==> config.mk <==
export PLATFORM = sky130hd
export DESIGN_NAME = dna_approximate_pattern_matcher
export DESIGN_NICKNAME = d
export VERILOG_FILES = /design/src/apm_pkg.sv /design/src/apm_cfg_regs.sv /design/src/apm_matcher.sv /design/src/dna_approximate_pattern_matcher.sv
export SDC_FILE = /design/constraint.sdc
export NUM_CORES = 1
export LEC_CHECK = 0
export BUFFER_PORTS_ARGS = -buffer_cell sky130_fd_sc_hd__buf_2
export CAP_MARGIN = 10
export CORE_UTILIZATION = 60
export DETAILED_ROUTE_END_ITERATION = 7
export PLACE_DENSITY = 0.77
export SLEW_MARGIN = 10
export SYNTH_ARGS = -nofsm -noshare
export SYNTH_HDL_FRONTEND = slang
export SYNTH_SLANG_ARGS = --single-unit
==> constraint.sdc <==
create_clock -name clk -period 2.9 [get_ports clk]
set_input_delay 0.435 -clock clk [delete_from_list [all_inputs] [get_ports clk]]
set_output_delay 0.435 -clock clk [all_outputs]
set_load 0.05 [all_outputs]
==> src/apm_pkg.sv <==
// shared types and constants for the approximate dna pattern matcher
package apm_pkg;

  localparam int TEXT_W       = 8;
  localparam int BASE_W       = 2;
  localparam int PATTERN_W    = 32;
  localparam int NUM_PATTERNS = 4;
  localparam int CODES_PER_REG = PATTERN_W / BASE_W;
  localparam int HITS_W       = 4;
  localparam int OUT_TDATA_W  = 8;
  localparam int CFG_INDEX_W  = 3;

  typedef logic [BASE_W-1:0] base_t;
  typedef logic [CFG_INDEX_W-1:0] cfg_index_t;

  // base code that positions past the pattern register read as
  localparam base_t BASE_PAD = base_t'(0);

  // register indexes
  localparam cfg_index_t REG_PATTERN_A = cfg_index_t'(0);
  localparam cfg_index_t REG_PATTERN_B = cfg_index_t'(1);
  localparam cfg_index_t REG_PATTERN_C = cfg_index_t'(2);
  localparam cfg_index_t REG_PATTERN_D = cfg_index_t'(3);

endpackage

==> src/apm_cfg_regs.sv <==
// pattern registers written through the configuration port
module apm_cfg_regs import apm_pkg::*; (
  input  logic                                    clk,
  input  logic                                    rst_n,
  input  logic                                    cfg_we,
  input  cfg_index_t                              cfg_index,
  input  logic [PATTERN_W-1:0]                    cfg_wdata,
  output logic [NUM_PATTERNS-1:0][PATTERN_W-1:0]  patterns
);

  logic [NUM_PATTERNS-1:0][PATTERN_W-1:0] pattern_r;
  logic [NUM_PATTERNS-1:0][PATTERN_W-1:0] pattern_nxt;

  always_comb begin
    pattern_nxt = pattern_r;
    if (cfg_we) begin
      unique case (cfg_index)
        REG_PATTERN_A: pattern_nxt[0] = cfg_wdata;
        REG_PATTERN_B: pattern_nxt[1] = cfg_wdata;
        REG_PATTERN_C: pattern_nxt[2] = cfg_wdata;
        REG_PATTERN_D: pattern_nxt[3] = cfg_wdata;
        default: ; // unknown index, ignored
      endcase
    end
  end

  always_ff @(posedge clk) begin
    if (!rst_n) begin
      pattern_r <= '0;
    end else begin
      pattern_r <= pattern_nxt;
    end
  end

  assign patterns = pattern_r;

endmodule

==> src/apm_matcher.sv <==
// edit-distance bit array for one pattern: stored previous column and next-column logic
module apm_matcher import apm_pkg::*; #(
  parameter int PATTERN_LENGTH = 16,
  parameter int MAX_DISTANCE   = 3
) (
  input  logic                 clk,
  input  logic                 rst_n,
  input  logic                 step_en,
  input  base_t                code,
  input  logic [PATTERN_W-1:0] pattern,
  output logic [HITS_W-1:0]    hits
);

  localparam int COLS = MAX_DISTANCE + 1;

  logic [PATTERN_LENGTH-1:0][COLS-1:0] prev_r;
  logic [PATTERN_LENGTH-1:0][COLS-1:0] cur;
  logic [PATTERN_LENGTH-1:0]           match;

  for (genvar i = 0; i < PATTERN_LENGTH; i++) begin : g_row
    if (i < CODES_PER_REG) begin : g_code
      assign match[i] = (pattern[BASE_W*i +: BASE_W] == code);
    end else begin : g_pad
      assign match[i] = (code == BASE_PAD);
    end

    if (i == 0) begin : g_first
      assign cur[0][0] = match[0];
      for (genvar j = 1; j < COLS; j++) begin : g_col
        assign cur[0][j] = 1'b1;
      end
    end else begin : g_rest
      assign cur[i][0] = prev_r[i-1][0] & match[i];
      for (genvar j = 1; j < COLS; j++) begin : g_col
        // match or substitution, insertion, deletion
        assign cur[i][j] = (match[i] ? prev_r[i-1][j] : prev_r[i-1][j-1])
                         | prev_r[i][j-1]
                         | cur[i-1][j-1];
      end
    end
  end

  always_ff @(posedge clk) begin
    if (!rst_n) begin
      prev_r <= '0;
    end else if (step_en) begin
      prev_r <= cur;
    end
  end

  // exact distance: set at j, clear at j-1
  for (genvar j = 0; j < HITS_W; j++) begin : g_hit
    if (j == 0) begin : g_zero
      assign hits[0] = cur[PATTERN_LENGTH-1][0];
    end else if (j <= MAX_DISTANCE) begin : g_used
      assign hits[j] = cur[PATTERN_LENGTH-1][j] & ~cur[PATTERN_LENGTH-1][j-1];
    end else begin : g_unused
      assign hits[j] = 1'b0;
    end
  end

endmodule

==> src/dna_approximate_pattern_matcher.sv <==
// top level of the approximate dna pattern matcher
//
//  channel | direction | payload (low bit first)             | handshake
//  in_     | input     | tdata[7:0] text_char                 | tvalid/tready
//  out_    | output    | tdata[3:0] distance_hits, [7:4] zero | tvalid/tready
//  cfg_    | input     | wdata[31:0] pattern, index[2:0]      | we only
//
// one word per cycle sustained while the output is not stalled;
// the input register feeds the matcher arrays, whose state steps when the
// word moves into the result register; the deletion chain, MAX_DISTANCE
// ors deep, sets the path length. reset is synchronous and clears the
// stored match bits and patterns. a stalled result holds; the input stage
// still takes a word while it is empty or the result register is empty or
// being drained.
module dna_approximate_pattern_matcher import apm_pkg::*; #(
  parameter int PATTERN_LENGTH = 16,
  parameter int MAX_DISTANCE   = 3,
  parameter int GROUP_SIZE     = 4
) (
  input  logic                   clk,
  input  logic                   rst_n,
  input  logic                   in_tvalid,
  output logic                   in_tready,
  input  logic [TEXT_W-1:0]      in_tdata,   // [7:0] text_char
  output logic                   out_tvalid,
  input  logic                   out_tready,
  output logic [OUT_TDATA_W-1:0] out_tdata,  // [3:0] distance_hits
  input  logic                   cfg_we,
  input  cfg_index_t             cfg_index,
  input  logic [PATTERN_W-1:0]   cfg_wdata
);

  logic [NUM_PATTERNS-1:0][PATTERN_W-1:0] patterns;
  logic [GROUP_SIZE-1:0][HITS_W-1:0]      group_hits;
  logic [HITS_W-1:0]                      hits_any;

  logic              in_valid_r, in_valid_nxt;
  base_t             code_r;
  logic              out_valid_r, out_valid_nxt;
  logic [HITS_W-1:0] hits_r;
  logic              in_acc;
  logic              step;

  apm_cfg_regs u_cfg (
    .clk       (clk),
    .rst_n     (rst_n),
    .cfg_we    (cfg_we),
    .cfg_index (cfg_index),
    .cfg_wdata (cfg_wdata),
    .patterns  (patterns)
  );

  for (genvar g = 0; g < GROUP_SIZE; g++) begin : g_pat
    apm_matcher #(
      .PATTERN_LENGTH (PATTERN_LENGTH),
      .MAX_DISTANCE   (MAX_DISTANCE)
    ) u_matcher (
      .clk     (clk),
      .rst_n   (rst_n),
      .step_en (step),
      .code    (code_r),
      .pattern (patterns[g]),
      .hits    (group_hits[g])
    );
  end

  always_comb begin
    hits_any = '0;
    for (int g = 0; g < GROUP_SIZE; g++) begin
      hits_any = hits_any | group_hits[g];
    end
  end

  assign step      = in_valid_r & (~out_valid_r | out_tready);
  assign in_tready = ~in_valid_r | step;
  assign in_acc    = in_tvalid & in_tready;

  always_comb begin
    in_valid_nxt = in_valid_r;
    if (in_acc) begin
      in_valid_nxt = 1'b1;
    end else if (step) begin
      in_valid_nxt = 1'b0;
    end
    out_valid_nxt = out_valid_r;
    if (step) begin
      out_valid_nxt = 1'b1;
    end else if (out_tready) begin
      out_valid_nxt = 1'b0;
    end
  end

  always_ff @(posedge clk) begin
    if (!rst_n) begin
      in_valid_r  <= 1'b0;
      out_valid_r <= 1'b0;
    end else begin
      in_valid_r  <= in_valid_nxt;
      out_valid_r <= out_valid_nxt;
    end
  end

  always_ff @(posedge clk) begin
    if (in_acc) begin
      code_r <= in_tdata[BASE_W:1];
    end
    if (step) begin
      hits_r <= hits_any;
    end
  end

  assign out_tvalid = out_valid_r;
  assign out_tdata  = {{(OUT_TDATA_W-HITS_W){1'b0}}, hits_r};

endmodule

# [After elaboration in Yosys (flattened, before gate mapping)]
# Cells that the tools add are included.
[totals] out_inout_bits=10 register_bits=376 input_bits=48
[classes] mux=172 eq_ne=67 bitwise=429 n_reduce_logical=7
[ops] op="bitwise OR 1 bit" count=338
[ops] op="two-way mux 1 bit" count=172
[ops] op="equality test 2 bit" count=64
[ops] op="AND 1 bit" count=74
[ops] op="inverter 1 bit" count=14
[ops] op="bitwise OR 4 bit" count=3
[ops] op="AND reduction 2 bit" count=4
[ops] op="equality test 3 x 2 -> 1 bit, second input constant" count=2
[ops] op="nonzero test 2 bit" count=2
[ops] op="equality test 3 x 1 -> 1 bit, second input constant" count=1
[ops] op="logical NOT 3 bit" count=1

# [Depth between registers and ports, before layout]
[depth] ltp_word=10 depth_mapped=9

# [Modules after synthesis]
# From an unflattened synthesis, not the netlist that was laid out.
[unflattened] cells_unflattened=2040 hier_area_um2=18834.3
[modules_own_cells] module="apm_matcher" instances=4 seq_area_each_um2=1161.1 area_each_um2=3454.6 cells_per_inst=391
[modules_own_cells] module="apm_cfg_regs" instances=1 seq_area_each_um2=2562.5 area_each_um2=4688.2 cells_per_inst=452
[modules_own_cells] module="dna_approximate_pattern_matcher" instances=1 seq_area_each_um2=220.2 area_each_um2=327.8 cells_per_inst=24

# [Worst setup path after synthesis]
# Ideal clock, no wire load.
[synth_path] path_kind="register to register" startpoint="reg code_r[0]" endpoint="reg hits_r[3] (data pin)" period_less_slack_ps=2249 setup_time_ps=263 path_stages_with_launch=8 t_arrival_ps=1986 path_buffers=1 path_slack_ps=651 path_cell_list="edfxtp_1 > buf_6 > xor2_1 > nor2_1 > mux2_1 > a211oi_2 > a21boi_1 > a2111o_1"
[synth_via] elab_chain_cells=10 elab_cells_between_ends=95 cone_classes="16 x eq/ne; 20 x mux; 59 x bitwise"
[synth_rtl] item="from (decl)" line_no="dna_approximate_pattern_matcher.sv:38" rtl="base_t code_r;"
[synth_rtl] item="from (signal assigned)" line_no="dna_approximate_pattern_matcher.sv:105" rtl="code_r <= in_tdata[BASE_W:1];"
[synth_rtl] item="equality test 2 bit" line_no="apm_matcher.sv:22" rtl="assign match[i] = (pattern[BASE_W*i +: BASE_W] == code);"
[synth_rtl] item="two-way mux 1 bit" line_no="apm_matcher.sv:36" rtl="assign cur[i][j] = (match[i] ? prev_r[i-1][j] : prev_r[i-1][j-1])"
[synth_rtl] item="bitwise OR 1 bit" line_no="apm_matcher.sv:37" rtl="| prev_r[i][j-1]"
[synth_rtl] item="bitwise OR 1 bit (2 in series)" line_no="apm_matcher.sv:38" rtl="| cur[i-1][j-1];"
[synth_rtl] item="bitwise OR 1 bit / inverter 1 bit (equally long branches)" line_no="apm_matcher.sv:38, apm_matcher.sv:56"
[synth_rtl] item="AND 1 bit" line_no="apm_matcher.sv:56" rtl="assign hits[j] = cur[PATTERN_LENGTH-1][j] & ~cur[PATTERN_LENGTH-1][j-1];"
[synth_rtl] item="bitwise OR 4 bit (2 in series)" line_no="dna_approximate_pattern_matcher.sv:70" rtl="hits_any = hits_any | group_hits[g];"
[synth_rtl] item="bitwise OR 4 bit (*)" line_no="dna_approximate_pattern_matcher.sv:70"
[synth_rtl] item="named net hits_any[3]" line_no="dna_approximate_pattern_matcher.sv:35" rtl="logic [HITS_W-1:0] hits_any;"
[synth_rtl] item="to (signal assigned)" line_no="dna_approximate_pattern_matcher.sv:108" rtl="hits_r <= hits_any;"
[synth_rtl] item="to (decl)" line_no="dna_approximate_pattern_matcher.sv:40" rtl="logic [HITS_W-1:0] hits_r;"
# Mark *: on every way through the listed nets, which the timed path passes. The rest lies on a longest branch.
# A chain may end at the register's enable or synchronous reset.

# [Final worst setup path]
[layout_path] startpoint="reg code_r[1]" endpoint="reg g_pat[2].u_matcher.prev_r[19] in the netlist's numbering"
[layout_via] elab_chain_cells=6 elab_cells_between_ends=14 cone_classes="4 x eq/ne; 3 x mux; 7 x bitwise"
[layout_rtl] item="equality test 2 bit" line_no="apm_matcher.sv:22"
[layout_rtl] item="two-way mux 1 bit" line_no="apm_matcher.sv:36"
[layout_rtl] item="bitwise OR 1 bit" line_no="apm_matcher.sv:37"
[layout_rtl] item="bitwise OR 1 bit (2 in series)" line_no="apm_matcher.sv:38"
[layout_rtl] item="bitwise OR 1 bit (*)" line_no="apm_matcher.sv:38"
[layout_rtl] item="to (signal assigned)" line_no="apm_matcher.sv:47" rtl="prev_r <= cur;"
[layout_rtl] item="to (decl)" line_no="apm_matcher.sv:16" rtl="logic [PATTERN_LENGTH-1:0][COLS-1:0] prev_r;"
# Every way passes the cells marked *; elsewhere a longest branch is shown, timed or not.

==> run_results.csv <==
group,metric,value,unit
drt,ant_nets,0,
drt,post_drt_wl_per_cell,16.1,um
floorplanning,die_w,170,um
yosys,synth-edff-count,6,
grt,grt_max_degree,102,
floorplanning,die_area,0.0289,sq mm
yosys,ys_async_sr_fraction,0,
yosys,synth_cells,2083,
floorplanning,initial_core_util,0.609,
setup_path,crit_fanout,31,
setup_path,slowest_delay,0.41,ns
clocking,clockBufferDepth,3,
grt,antenna_found_initial,2,
setup_path,cp-end-kind,"register",
clocking,cts_hold_buffers,0,
clocking,cts.sinks,365,
timing,period_share,0.889,
floorplanning,die_y,170,um
placement,dpl_cell_area,0.0174,sq mm
pwr,ir_worst_vdd,0.000509,V
timing,finalSetupViolCount,0,
timing,finalWorstSetupSlack,0.323,ns
grt,grt.total_usage,0.279,
setup_path,crit_slowest_cell,"edfxtp_1",
setup_path,r2r_end,"g_pat[2].u_matcher.prev_r[19]",
pwr,leakagePower,7.25,nW
finish,syn_to_final_growth,10.5,%
pwr,power_density,621,mW/mm^2
timing,final-max-slew-violation-count,0,
run,max-cap-violations,0,
yosys,yosysUniqueCellTypes,48,
finish,nNetsFinal,2120,
finish,final_area,0.0187,sq mm
timing,final.setup.tns,0,ns
grt,grt_pass1_wl,66.3,mm
timing,period_minus_slack,2.58,ns
clocking,cts_resized,0,
timing,worst_clock_skew,0.0148,ns
setup_path,crit_arrival,2.96,ns
drt,routed_wl,39.9,mm
grt,grt_pass1_vias,13300,
setup_path,path_class,"reg2reg",
yosys,avgSynthCellArea,8.12,sq um
min_path,min_from,"in_tdata[2]",
yosys,netlist_area,0.0169,sq mm
timing,worst-slew-pin-transition,1.18,ns
drt,drt-met1-wl,18.2,mm
yosys,synth_ff_type,"dfxtp_1",
placement,dp_hpwl,26.1,mm
placement,gp_congestion,0.851,
clocking,cts_max_level,2,
clocking,cts_buffers,39,
clocking,cts_setup_buffers,0,
min_path,hp-class,"in2reg",
drt,vias_per_cell,5.78,
floorplanning,io_pins,58,
drt,drc,0,
placement,place_ws,0.353,ns
drt,routed-wl-met2,18.9,mm
timing,hold_violations,0,
drt,drt-initial-drc-count,1153,
clocking,clock_latency,0.52,ns
clocking,clkTransAtPathRegs,0.06,ns
setup_path,ff2ff_setup_slack,0.32,ns
grt,grt-ovfl-total,0,
timing,max_freq,388,MHz
yosys,ys_ff_latch,365,
min_path,hold_path_end,"code_r[1]",
setup_path,start_kind,"register",
drt,first_pass_iters,5,
pwr,total_power,11.6,mW
clocking,cts_root_buffer,"clkbuf_16",
finish,drive_above_1_share,0.118,
floorplanning,coreArea,0.0278,sq mm
run_status,outcome,"finished, final reports clean",
setup_path,crit_required,3.28,ns
drt,top_layer,"met4",
placement,place_inst,2409,
yosys,yosysSeqAreaShare,0.436,
floorplanning,row_count,61,
setup_path,r2r_start,"code_r[1]",
min_path,holdPathStages,1,
clocking,cts_tree,"done",
setup_path,crit_chain,"buf_12 -> buf_4 -> xor2_1 -> nor2_1 -> mux2i_1 -> nand3b_1 -> nor4_1 -> a21oi_1",
drt,vias,14300,
timing,relSlewSlack,0.214,
yosys,synth_warnings,0,
timing,rsz0062_at_grt,"no",
setup_path,worst_r2r_path_depth,8,
drt,wl_met3,2.16,mm
placement,port_buffers,47,
finish,final_cells,2481,
==> cells in the final DEF (no fill, tap or decap), drive strengths merged, types with 6 or more instances in the layout <==
| cell type | count |
|---|---|
| o21ai | 58 |
| nand2 | 363 |
| a21oi | 240 |
| buf | 81 |
| xor2 | 120 |
| nand3 | 51 |
| dfxtp | 359 |
| a31oi | 45 |
| edfxtp | 6 |
| nand3b | 12 |
| inv | 6 |
| xnor2 | 8 |
| clkbuf | 58 |
| nor3 | 97 |
| mux2i | 103 |
| nor2 | 320 |
| mux2 | 59 |
| a211oi | 62 |
| clkinv | 11 |
==> cell type report <==
cell class	instances	area (sq um)
sequential	365	7370
fill	2312	9100
inverter	6	37.5
clock inverter	12	81.3
timing repair buffer	81	603
antenna	2	5.00
tap	378	473
clock buffer	58	1180
multi-input combinational	1579	8940
==> cell families after synthesis <==
logic type / after synthesis / synth area share
muxes: 162 / 0.101
buffers and inverters: 142 / 0.0377
and+or+nand+nor: 866 / 0.216
AOI/OAI and AO/OA: 419 / 0.141
xor gates and xnor gates: 128 / 0.0685
other: 1 / 0.000222
DFF: 365 / 0.436
==> flip-flops by register name (all words and copies together), names as in the netlist <==
register / cells
g_pat.u_matcher.prev_r: 229
u_cfg.patterns: 128
out_tvalid: 1
hits_r: 4
code_r: 2
in_valid_r: 1
==> metal layers <==
layer,track usage,up-vias
met5,0,-
met4,0.0662,0
met3,0.0447,40
met2,0.462,352
met1,0.379,6868
li1,-,7077
==> how the worst max path moves through the flow <==
stage,startpoint,end,slack [ns],cells past startpoint
after global routing,code_r[1],g_pat[2].u_matcher.prev_r[19],0.13,8
final,code_r[1],g_pat[2].u_matcher.prev_r[19],0.32,8
after floorplan,code_r[0],hits_r[3],0.65,7
after CTS,code_r[0],hits_r[3],0.34,7
after global placement,code_r[0],hits_r[3],0.42,7
after detailed placement,code_r[0],hits_r[3],0.35,7
==> Yosys cell counts, types with 4 or more instances <==
| cell | instances | area share |
|---|---|---|
| a211oi_1 | 59 | 0.026 |
| a21oi_1 | 240 | 0.071 |
| a31oi_1 | 45 | 0.017 |
| and4b_1 | 4 | 0.0024 |
| buf_4 | 12 | 0.0053 |
| buf_6 | 4 | 0.0027 |
| clkbuf_1 | 116 | 0.026 |
| dfxtp_1 | 359 | 0.42 |
| edfxtp_1 | 6 | 0.011 |
| inv_1 | 5 | 0.0011 |
| mux2_2 | 52 | 0.035 |
| mux2_4 | 4 | 0.0036 |
| mux2i_1 | 103 | 0.061 |
| nand2_1 | 363 | 0.081 |
| nand3_1 | 51 | 0.015 |
| nand3b_1 | 12 | 0.0053 |
| nor2_1 | 287 | 0.064 |
| nor2_2 | 31 | 0.011 |
| nor2b_1 | 4 | 0.0015 |
| nor3_1 | 97 | 0.029 |
| nor4_1 | 4 | 0.0015 |
| o21ai_0 | 58 | 0.017 |
| xnor2_1 | 8 | 0.0041 |
| xor2_1 | 115 | 0.060 |
| xor2_2 | 5 | 0.0048 |
==> critical path, delay by kind of cell (launching register included) <==
family          cells  cell delay [ns]
compound gates      1             0.11
xor+xnor            1             0.12
buf+inv             2             0.65
flops               1             0.41
mux                 1             0.24
simple gates        3             0.87
==> power breakdown <==
group | internal [mW] | switching [mW] | total [mW]
clock network | 2.90 | 1.97 | 4.87
logic | 0.498 | 0.827 | 1.32
registers | 5.25 | 0.173 | 5.42
total | 8.64 | 2.97 | 11.6
==> stage by stage <==
step                hold slack [ns]  utilization
floorplan                     0.436            -
global placement              0.443        0.627
detailed placement            0.458        0.627
CTS                          0.0892        0.672
global route                 0.0789        0.672
finish                        0.108        0.673
Power figures use the tool's default switching activity.
